<file path="config.mk">
export PLATFORM = sky130hd
export DESIGN_NAME = msb_first_bit_packer_flat
export DESIGN_NICKNAME = d
export VERILOG_FILES = /design/src/rtl/bpk_pkg.sv /design/src/rtl/bpk_in_if.sv /design/src/rtl/bpk_out_if.sv /design/src/rtl/bpk_pack.sv /design/src/rtl/bpk_out_buf.sv /design/src/rtl/msb_first_bit_packer.sv /design/src/flat_wrapper.sv
export SDC_FILE = /design/constraint.sdc
export NUM_CORES = 1
export LEC_CHECK = 0
export BUFFER_PORTS_ARGS = -buffer_cell sky130_fd_sc_hd__buf_2
export CAP_MARGIN = 20
export CORE_MARGIN = 2
export CORE_UTILIZATION = 49
export DETAILED_ROUTE_END_ITERATION = 12
export PLACE_DENSITY_LB_ADDON = 0.15
export REMOVE_ABC_BUFFERS = 1
export SLEW_MARGIN = 40
export SYNTH_ARGS = -nofsm -noshare
export SYNTH_HDL_FRONTEND = slang
export SYNTH_SLANG_ARGS = --single-unit
</file>
<file path="constraint.sdc">
create_clock -name clk -period 3.2 [get_ports clk]
set_clock_uncertainty 0.1 [all_clocks]
set_input_delay 0.16 -clock clk [delete_from_list [all_inputs] [get_ports clk]]
set_output_delay 0.16 -clock clk [all_outputs]
set_load 0.01 [all_outputs]
</file>
<file path="src/rtl/bpk_pkg.sv">
// ----------------------------------------------------------------------------
// bpk_pkg
// Shared types and constants of the msb-first bit packer.
// ----------------------------------------------------------------------------
package bpk_pkg;

  localparam int WORD_W   = 8;   // bits in one output word
  localparam int VALUE_W  = 64;  // field value width
  localparam int COUNT_W  = 7;   // bit count width
  localparam int MAX_BITS = 64;  // widest legal field
  localparam int PEND_W   = 7;   // most bits left over between items
  localparam int FILL_W   = 3;   // width of pending bit count
  localparam int NB_W     = 4;   // number of words one item yields, 0..8
  localparam int IDX_W    = 3;   // index of a word in the output buffer
  localparam int STREAM_W = PEND_W + VALUE_W;

  // item kinds
  typedef enum logic {
    MODE_APPEND = 1'b0,
    MODE_ALIGN  = 1'b1
  } mode_t;

  // leftover bits between items, oldest bit highest
  typedef struct packed {
    logic [PEND_W-1:0] bits;
    logic [FILL_W-1:0] fill;
  } pend_state_t;

  // words produced by one item, first word in the highest used byte
  typedef struct packed {
    logic [VALUE_W-1:0] data;
    logic [NB_W-1:0]    nwords;
    logic               bad;
  } pack_res_t;

endpackage

</file>
<file path="src/rtl/bpk_in_if.sv">
// ----------------------------------------------------------------------------
// bpk_in_if
// Input channel: valid/ready handshake with one field item.
// ----------------------------------------------------------------------------
interface bpk_in_if;
  import bpk_pkg::*;

  logic               valid;
  logic               ready;
  logic               mode;
  logic [VALUE_W-1:0] field_value;
  logic [COUNT_W-1:0] bit_count;

  modport source (output valid, mode, field_value, bit_count, input ready);
  modport sink   (input valid, mode, field_value, bit_count, output ready);
endinterface

</file>
<file path="src/rtl/bpk_out_if.sv">
// ----------------------------------------------------------------------------
// bpk_out_if
// Output channel: valid/ready handshake with one packed word.
// ----------------------------------------------------------------------------
interface bpk_out_if;
  import bpk_pkg::*;

  logic              valid;
  logic              ready;
  logic [WORD_W-1:0] out_byte;
  logic              is_last;
  logic              bad_width;

  modport source (output valid, out_byte, is_last, bad_width, input ready);
  modport sink   (input valid, out_byte, is_last, bad_width, output ready);
endinterface

</file>
<file path="src/rtl/bpk_pack.sv">
// ----------------------------------------------------------------------------
// bpk_pack
// Merges a registered item with the leftover bits into whole words plus the new
// leftover; an align item pads the leftover, a bad width gives one flagged word.
// ----------------------------------------------------------------------------
module bpk_pack (
  input  logic                         mode,
  input  logic [bpk_pkg::VALUE_W-1:0]  field_value,
  input  logic [bpk_pkg::COUNT_W-1:0]  bit_count,
  input  bpk_pkg::pend_state_t         pend,
  output bpk_pkg::pend_state_t         pend_next,
  output bpk_pkg::pack_res_t           res
);
  import bpk_pkg::*;

  logic [VALUE_W-1:0]  masked;
  logic [STREAM_W-1:0] stream;
  logic [STREAM_W-1:0] aligned;
  logic [COUNT_W:0]    total;
  logic [FILL_W-1:0]   rem;
  logic [WORD_W-1:0]   pad_word;
  logic                width_bad;

  // bit stream: leftover bits followed by the low bit_count bits of the value
  assign masked    = field_value & ~({VALUE_W{1'b1}} << bit_count);
  assign stream    = (STREAM_W'(pend.bits) << bit_count) | STREAM_W'(masked);
  assign total     = (COUNT_W+1)'(pend.fill) + (COUNT_W+1)'(bit_count);
  assign rem       = total[FILL_W-1:0];
  assign aligned   = stream >> rem;
  assign width_bad = (bit_count == '0) || (bit_count > COUNT_W'(MAX_BITS));

  // leftover bits moved up to the top of a zero-padded word
  assign pad_word  = WORD_W'(WORD_W'(pend.bits) << (NB_W'(WORD_W) - NB_W'(pend.fill)));

  // select by item kind
  always_comb begin
    pend_next  = pend;
    res.data   = '0;
    res.nwords = '0;
    res.bad    = 1'b0;
    if (mode == MODE_ALIGN) begin
      if (pend.fill != '0) begin
        res.data   = VALUE_W'(pad_word);
        res.nwords = NB_W'(1);
      end
      pend_next = '0;
    end else if (width_bad) begin
      res.nwords = NB_W'(1);
      res.bad    = 1'b1;
    end else begin
      res.data       = aligned[VALUE_W-1:0];
      res.nwords     = total[COUNT_W-1:FILL_W];
      pend_next.bits = stream[PEND_W-1:0] & ~({PEND_W{1'b1}} << rem);
      pend_next.fill = rem;
    end
  end

endmodule

</file>
<file path="src/rtl/bpk_out_buf.sv">
// ----------------------------------------------------------------------------
// bpk_out_buf
// Holds the words of one item and hands them out one per cycle while the
// receiver is ready, first word first.
// ----------------------------------------------------------------------------
module bpk_out_buf (
  input  logic               clk,
  input  logic               rst,
  input  logic               load,
  input  bpk_pkg::pack_res_t res,
  output logic               can_load,
  bpk_out_if.source          out_item
);
  import bpk_pkg::*;

  logic [VALUE_W-1:0] data;
  logic [IDX_W-1:0]   idx;
  logic               bad;
  logic               busy;
  logic               take;

  assign take     = busy && out_item.ready;
  assign can_load = !busy || (take && (idx == '0));

  // word counter and payload
  always_ff @(posedge clk) begin
    if (rst) begin
      busy <= 1'b0;
      idx  <= '0;
    end else if (load && can_load) begin
      busy <= (res.nwords != '0);
      idx  <= IDX_W'(res.nwords - NB_W'(1));
    end else if (take) begin
      if (idx == '0) begin
        busy <= 1'b0;
      end else begin
        idx <= idx - IDX_W'(1);
      end
    end
  end

  always_ff @(posedge clk) begin
    if (load && can_load) begin
      data <= res.data;
      bad  <= res.bad;
    end
  end

  // output word, highest stored word goes first
  assign out_item.valid     = busy;
  assign out_item.out_byte  = data[idx*WORD_W +: WORD_W];
  assign out_item.is_last   = (idx == '0);
  assign out_item.bad_width = bad;

`ifndef ASSERT_OFF
  a_load_only_when_free: assert property (@(posedge clk) disable iff (rst)
    load |-> can_load)
    else $error("item loaded while output buffer still busy");

  a_count_down: assert property (@(posedge clk) disable iff (rst)
    take && (idx != '0) |=> busy && (idx == $past(idx) - IDX_W'(1)))
    else $error("word index did not step down after a taken word");

  a_bad_single: assert property (@(posedge clk) disable iff (rst)
    busy && bad |-> (idx == '0) && (data == '0))
    else $error("bad width result is not a single zero word");

  a_never_wider: assert property (@(posedge clk) disable iff (rst)
    load && !res.bad && (res.nwords > NB_W'(VALUE_W / WORD_W)) |-> 1'b0)
    else $error("item produced more words than the buffer holds");
`endif

endmodule

</file>
<file path="src/rtl/msb_first_bit_packer.sv">
// ----------------------------------------------------------------------------
// msb_first_bit_packer
// Packs variable-width fields msb first into a stream of 8-bit words.
// Path: an accepted item waits in the input register, then its words in the
//   output buffer, which holds them while the output stalls.
// Throughput: the output buffer drains one word per cycle while the output is
//   ready, and loads the next item as its last word is taken.
// Reset: synchronous rst empties both registers and clears leftover bits.
// ----------------------------------------------------------------------------
module msb_first_bit_packer (
  input  logic      clk,
  input  logic      rst,
  bpk_in_if.sink    in_item,
  bpk_out_if.source out_item
);
  import bpk_pkg::*;

  logic               iv;
  logic               imode;
  logic [VALUE_W-1:0] ivalue;
  logic [COUNT_W-1:0] icount;
  pend_state_t        pend;
  pend_state_t        pend_next;
  pack_res_t          res;
  logic               can_load;
  logic               advance;

  assign advance       = iv && can_load;
  assign in_item.ready = !iv || advance;

  // input register
  always_ff @(posedge clk) begin
    if (rst) begin
      iv <= 1'b0;
    end else if (in_item.ready) begin
      iv <= in_item.valid;
    end
  end

  always_ff @(posedge clk) begin
    if (in_item.ready && in_item.valid) begin
      imode  <= in_item.mode;
      ivalue <= in_item.field_value;
      icount <= in_item.bit_count;
    end
  end

  // leftover bits between items
  always_ff @(posedge clk) begin
    if (rst) begin
      pend <= '0;
    end else if (advance) begin
      pend <= pend_next;
    end
  end

  bpk_pack u_pack (
    .mode        (imode),
    .field_value (ivalue),
    .bit_count   (icount),
    .pend        (pend),
    .pend_next   (pend_next),
    .res         (res)
  );

  bpk_out_buf u_out_buf (
    .clk      (clk),
    .rst      (rst),
    .load     (advance),
    .res      (res),
    .can_load (can_load),
    .out_item (out_item)
  );

endmodule

</file>
<file path="src/flat_wrapper.sv">
// flat-port wrapper written by rule: the top's interface ports become plain ports
module msb_first_bit_packer_flat import bpk_pkg::*;
  (clk, rst, in_item_valid, in_item_mode, in_item_field_value, in_item_bit_count, in_item_ready, out_item_valid, out_item_out_byte, out_item_is_last, out_item_bad_width, out_item_ready);
  bpk_in_if in_item_i ();
  bpk_out_if out_item_i ();
  input  logic clk;
  input  logic rst;
  input wire logic [$bits(in_item_i.valid)-1:0] in_item_valid;
  input wire logic [$bits(in_item_i.mode)-1:0] in_item_mode;
  input wire logic [$bits(in_item_i.field_value)-1:0] in_item_field_value;
  input wire logic [$bits(in_item_i.bit_count)-1:0] in_item_bit_count;
  output wire logic [$bits(in_item_i.ready)-1:0] in_item_ready;
  output wire logic [$bits(out_item_i.valid)-1:0] out_item_valid;
  output wire logic [$bits(out_item_i.out_byte)-1:0] out_item_out_byte;
  output wire logic [$bits(out_item_i.is_last)-1:0] out_item_is_last;
  output wire logic [$bits(out_item_i.bad_width)-1:0] out_item_bad_width;
  input wire logic [$bits(out_item_i.ready)-1:0] out_item_ready;
  assign in_item_i.valid = in_item_valid;
  assign in_item_i.mode = in_item_mode;
  assign in_item_i.field_value = in_item_field_value;
  assign in_item_i.bit_count = in_item_bit_count;
  assign in_item_ready = in_item_i.ready;
  assign out_item_valid = out_item_i.valid;
  assign out_item_out_byte = out_item_i.out_byte;
  assign out_item_is_last = out_item_i.is_last;
  assign out_item_bad_width = out_item_i.bad_width;
  assign out_item_i.ready = out_item_ready;
  msb_first_bit_packer u_core (.clk(clk), .rst(rst), .in_item(in_item_i), .out_item(out_item_i));
endmodule
</file>
==> impl_metrics.json <==
{
  "grt_pass1_wl_um": 58780,
  "crit_path_max_fanout": 14,
  "startpoint": "u_core.icount[1]$_DFFE_PP_",
  "area_growth_pct": 26.55,
  "syn-cell-area_um2": 10530,
  "p_leak_nw": 5.009,
  "crit_path_cell_trace": "buf_4, and4b_1, a32oi_1, and3_1, o21ai_0, mux2_2, a2bb2o_1, a221o_1",
  "initial_core_util_pct": 49.94,
  "endpoint_kind": "flip-flop",
  "grt-ovfl-total": 0,
  "rows": 53,
  "ios": 88,
  "antenna_found_initial": 0,
  "reg2reg_to": "u_core.u_out_buf.data[47]$_SDFFCE_PP0P_",
  "synthAdderAreaFrac_pct": 0.9029,
  "p_total_mw": 5.946,
  "routed_via_density": 6.611,
  "synthSimpleGateAreaFrac_pct": 12.34,
  "worstSetupPathType": "reg2reg",
  "synth_edf_count": 137,
  "instances_no_fill": 1531,
  "dp_cells": 1423,
  "coreArea_um2": 21090,
  "fmax_mhz": 319.2,
  "slew_viol_final": 0,
  "vdd_drop_max_v": 0.0003290,
  "fin_crit_sh_pct": 97.89,
  "ys_ff_latch": 152,
  "min_path_cells": 4,
  "setup_viol": 0,
  "postSynthCellCount": 1031,
  "r2r_setup_slack_ps": 70,
  "grt_pass1_vias": 9360,
  "finalHoldWorstSlack_ps": 39.70,
  "gp_congestion": 0.9815,
  "synth_mux_area_share_pct": 16.62,
  "synth_top_family_by_area": "compound AO/OA/AOI/OAI gates",
  "cap_violations": 0,
  "r2r_start": "u_core.icount[1]$_DFFE_PP_",
  "drc": 0,
  "cp-start-kind": "flip-flop",
  "postRouteAntennaNets": 0,
  "cts_tree": "yes",
  "clkSinkCount": 152,
  "drt-pass1-iter-count": 8,
  "status": "finished clean",
  "postSynth.asyncResetShare_pct": 0,
  "grt_max_degree": 67,
  "worst_path_largest_cell_delay_ps": 580,
  "place.port_buffers": 87,
  "drive_gt1_share_pct": 26.91,
  "ctsLongestPathBuffers": 2,
  "die_h_um": 150.6,
  "synth_compound_area_share_pct": 23.56,
  "cts_inserted_buffers": 17,
  "num_antenna_cells": 0,
  "clk_latency_ps": 440,
  "min_path_type": "in2reg",
  "rr_worst_depth": 8,
  "fin_nets": 1326,
  "rsz0062_at_grt": "no",
  "clockRootBuffer": "clkbuf_16",
  "die-area_um2": 22680,
  "finalCriticalPeriod_ps": 3133,
  "drtIter0Drc": 1475,
  "maxSlewHeadroom_pct": 50.80,
  "ys_seq_area_share_pct": 41.92,
  "wl_per_cell_um": 25.82,
  "dp_hpwl_um": 29700,
  "ys_types": 86,
  "track_usage_pct": 35.17,
  "clk_pin_slew_worst_paths_ps": 80,
  "required_ps": 3290,
  "worstHoldEndpoint": "u_core.u_out_buf.out_item.valid$_SDFFE_PP0P_",
  "routed_wl_um": 39520,
  "vias": 10120,
  "power_density_nw_per_um2": 446.2,
  "synth_flop_cell": "edfxtp_1",
  "slowest_stage": "edfxtp_1",
  "ys_warn_count": 0,
  "hold_viol": 0,
  "crit_arrival_ps": 3220,
  "htree_levels": 4,
  "postSynthAreaPerCell_um2": 10.21,
  "tightest_slew_ps": 733.6,
  "synth_xor_area_share_pct": 0.4158,
  "min_from": "out_item_ready",
  "die_w_um": 150.6
}
-- layer usage --
metal  track usage (%)  up-vias  share of wire (%)
met5                 0        -                  0
met4             13.13        0                3.6
met3             4.242       91                8.7
met2             53.77      687                 45
met1             51.28     4831                 43
li1                  -     4512                  -
-- area by class of cell --
type / instances / area, um2
inverters: 16 / 60.06
multi-input cells: 774 / 5723
flip-flops and latches: 152 / 4414
clock buffers: 17 / 425.4
fillers: 1746 / 7760
well taps: 275 / 344.1
repair buffers: 282 / 2200
clock inverters: 15 / 161.4
-- placed cells by master (no fill, tap or decap), types with 5 or more instances in the layout --
cell	n
clkbuf_16	17
a22oi_1	30
nand2_1	75
nor2_1	78
mux2i_1	83
a21oi_1	64
nand4_1	5
ha_1	5
nor3_1	21
dfxtp_1	15
a221o_1	6
nand3_1	20
a31oi_1	12
dlygate4sd3_1	75
o2bb2ai_1	11
o21ai_0	44
o21ai_1	5
a221oi_1	10
mux2_2	42
a211oi_1	7
a22o_1	7
buf_12	9
edfxtp_1	137
buf_2	87
inv_1	12
a32oi_1	13
o311a_1	5
mux4_2	18
nand2b_1	10
o211ai_1	14
nor2b_1	11
a21o_1	7
or2_2	7
o31ai_1	10
and3b_1	5
buf_4	111
o21a_1	10
o22ai_1	41
and2_1	5
-- flip-flops by register name, indices dropped and copies added (netlist names) --
name / cells
u_core.iv: 1
u_core.icount: 7
u_core.pend: 10
u_core.imode: 1
u_core.u_out_buf.out_item.valid: 1
u_core.u_out_buf.out_item.bad_width: 1
u_core.u_out_buf.idx: 3
u_core.ivalue: 64
u_core.u_out_buf.data: 64
-- where the power goes --
part / switching [mW] / internal [mW] / total [mW]
clock network: 0.941 / 1.10 / 2.04
logic: 0.864 / 0.647 / 1.51
registers: 0.0777 / 2.31 / 2.39
total: 1.88 / 4.06 / 5.95
-- kinds of logic (layout without fill, tap and decap cells) --
| group | Yosys count | after routing |
|---|---|---|
| AOI/OAI and AO/OA | 352 | 352 |
| and+or+nand+nor | 264 | 264 |
| DFF | 152 | 152 |
| muxes | 146 | 146 |
| buffers and inverters | 105 | 330 |
| adders and majority gates | 7 | 7 |
| xor gates and xnor gates | 5 | 5 |
-- worst max path at each step --
| stage | end | slack [ps] | depth (start not counted) |
|---|---|---|---|
| floorplan | u_core.u_out_buf.data[28]$_SDFFCE_PP0P_ | -2360 | 7 |
| global placement | u_core.u_out_buf.data[47]$_SDFFCE_PP0P_ | 80 | 8 |
| detailed placement | u_core.u_out_buf.data[0]$_DFFE_PP_ | 100 | 6 |
| CTS | u_core.u_out_buf.data[0]$_DFFE_PP_ | 70 | 6 |
| global route | u_core.u_out_buf.data[39]$_SDFFCE_PP0P_ | 5 | 10 |
| finish | u_core.u_out_buf.data[47]$_SDFFCE_PP0P_ | 70 | 8 |
-- synth_stat cells (7+ instances only) --
| master | number | area share [%] |
|---|---|---|
| dfxtp_1 | 15 | 2.9 |
| a31oi_1 | 12 | 0.71 |
| a22o_1 | 7 | 0.58 |
| o211ai_1 | 14 | 1.0 |
| edfxtp_1 | 137 | 39 |
| a211oi_1 | 7 | 0.50 |
| mux4_2 | 18 | 3.8 |
| a22oi_1 | 30 | 2.1 |
| nand3_1 | 20 | 0.95 |
| buf_2 | 24 | 1.1 |
| o22ai_1 | 41 | 2.4 |
| mux2i_1 | 83 | 7.9 |
| nor2_1 | 78 | 2.8 |
| nor2b_1 | 11 | 0.65 |
| o2bb2ai_1 | 11 | 0.91 |
| clkbuf_1 | 53 | 1.9 |
| o31ai_1 | 11 | 0.78 |
| nand2b_1 | 10 | 0.59 |
| o21ai_0 | 47 | 2.2 |
| nand2_1 | 75 | 2.7 |
| buf_1 | 7 | 0.25 |
| a221oi_1 | 11 | 0.91 |
| inv_1 | 14 | 0.50 |
| nor3_1 | 21 | 1.0 |
| a32oi_1 | 13 | 1.1 |
| a21o_1 | 7 | 0.50 |
| or2_2 | 7 | 0.42 |
| mux2_2 | 42 | 4.5 |
| o21a_1 | 10 | 0.71 |
| a21oi_1 | 64 | 3.0 |
-- per-stage QoR --
step	util, %	worst slack [ps]	area, um2	TNS [ps]
floorplan	-	-2365	10140	-194620
global placement	56.70	83.85	11960	0
detailed placement	56.70	99.62	11960	0
CTS	63.04	73.88	13290	0
global route	63.20	5.146	13330	0
finish	63.20	67.46	13330	0
-- worst max-delay path: cells and delay by family, from the launching register on --
kind                   cells  cell delay (ps)
multiplexers               1              360
buffers and inverters      1              270
AO/OA/AOI/OAI              4             1060
flip-flops                 1              580
AND/OR/NAND/NOR            2              500
-- repair_timing --
| action | 4_1_cts | 5_1_grt |
|---|---|---|
| gates resized for setup | 0 | 8 |
| setup endpoints to repair | 0 | 7 |
| setup buffers | 0 | 1 |
| hold buffers | 75 | 0 |
| hold endpoints to repair | 85 | 0 |
(Power assumes the default switching activity.)
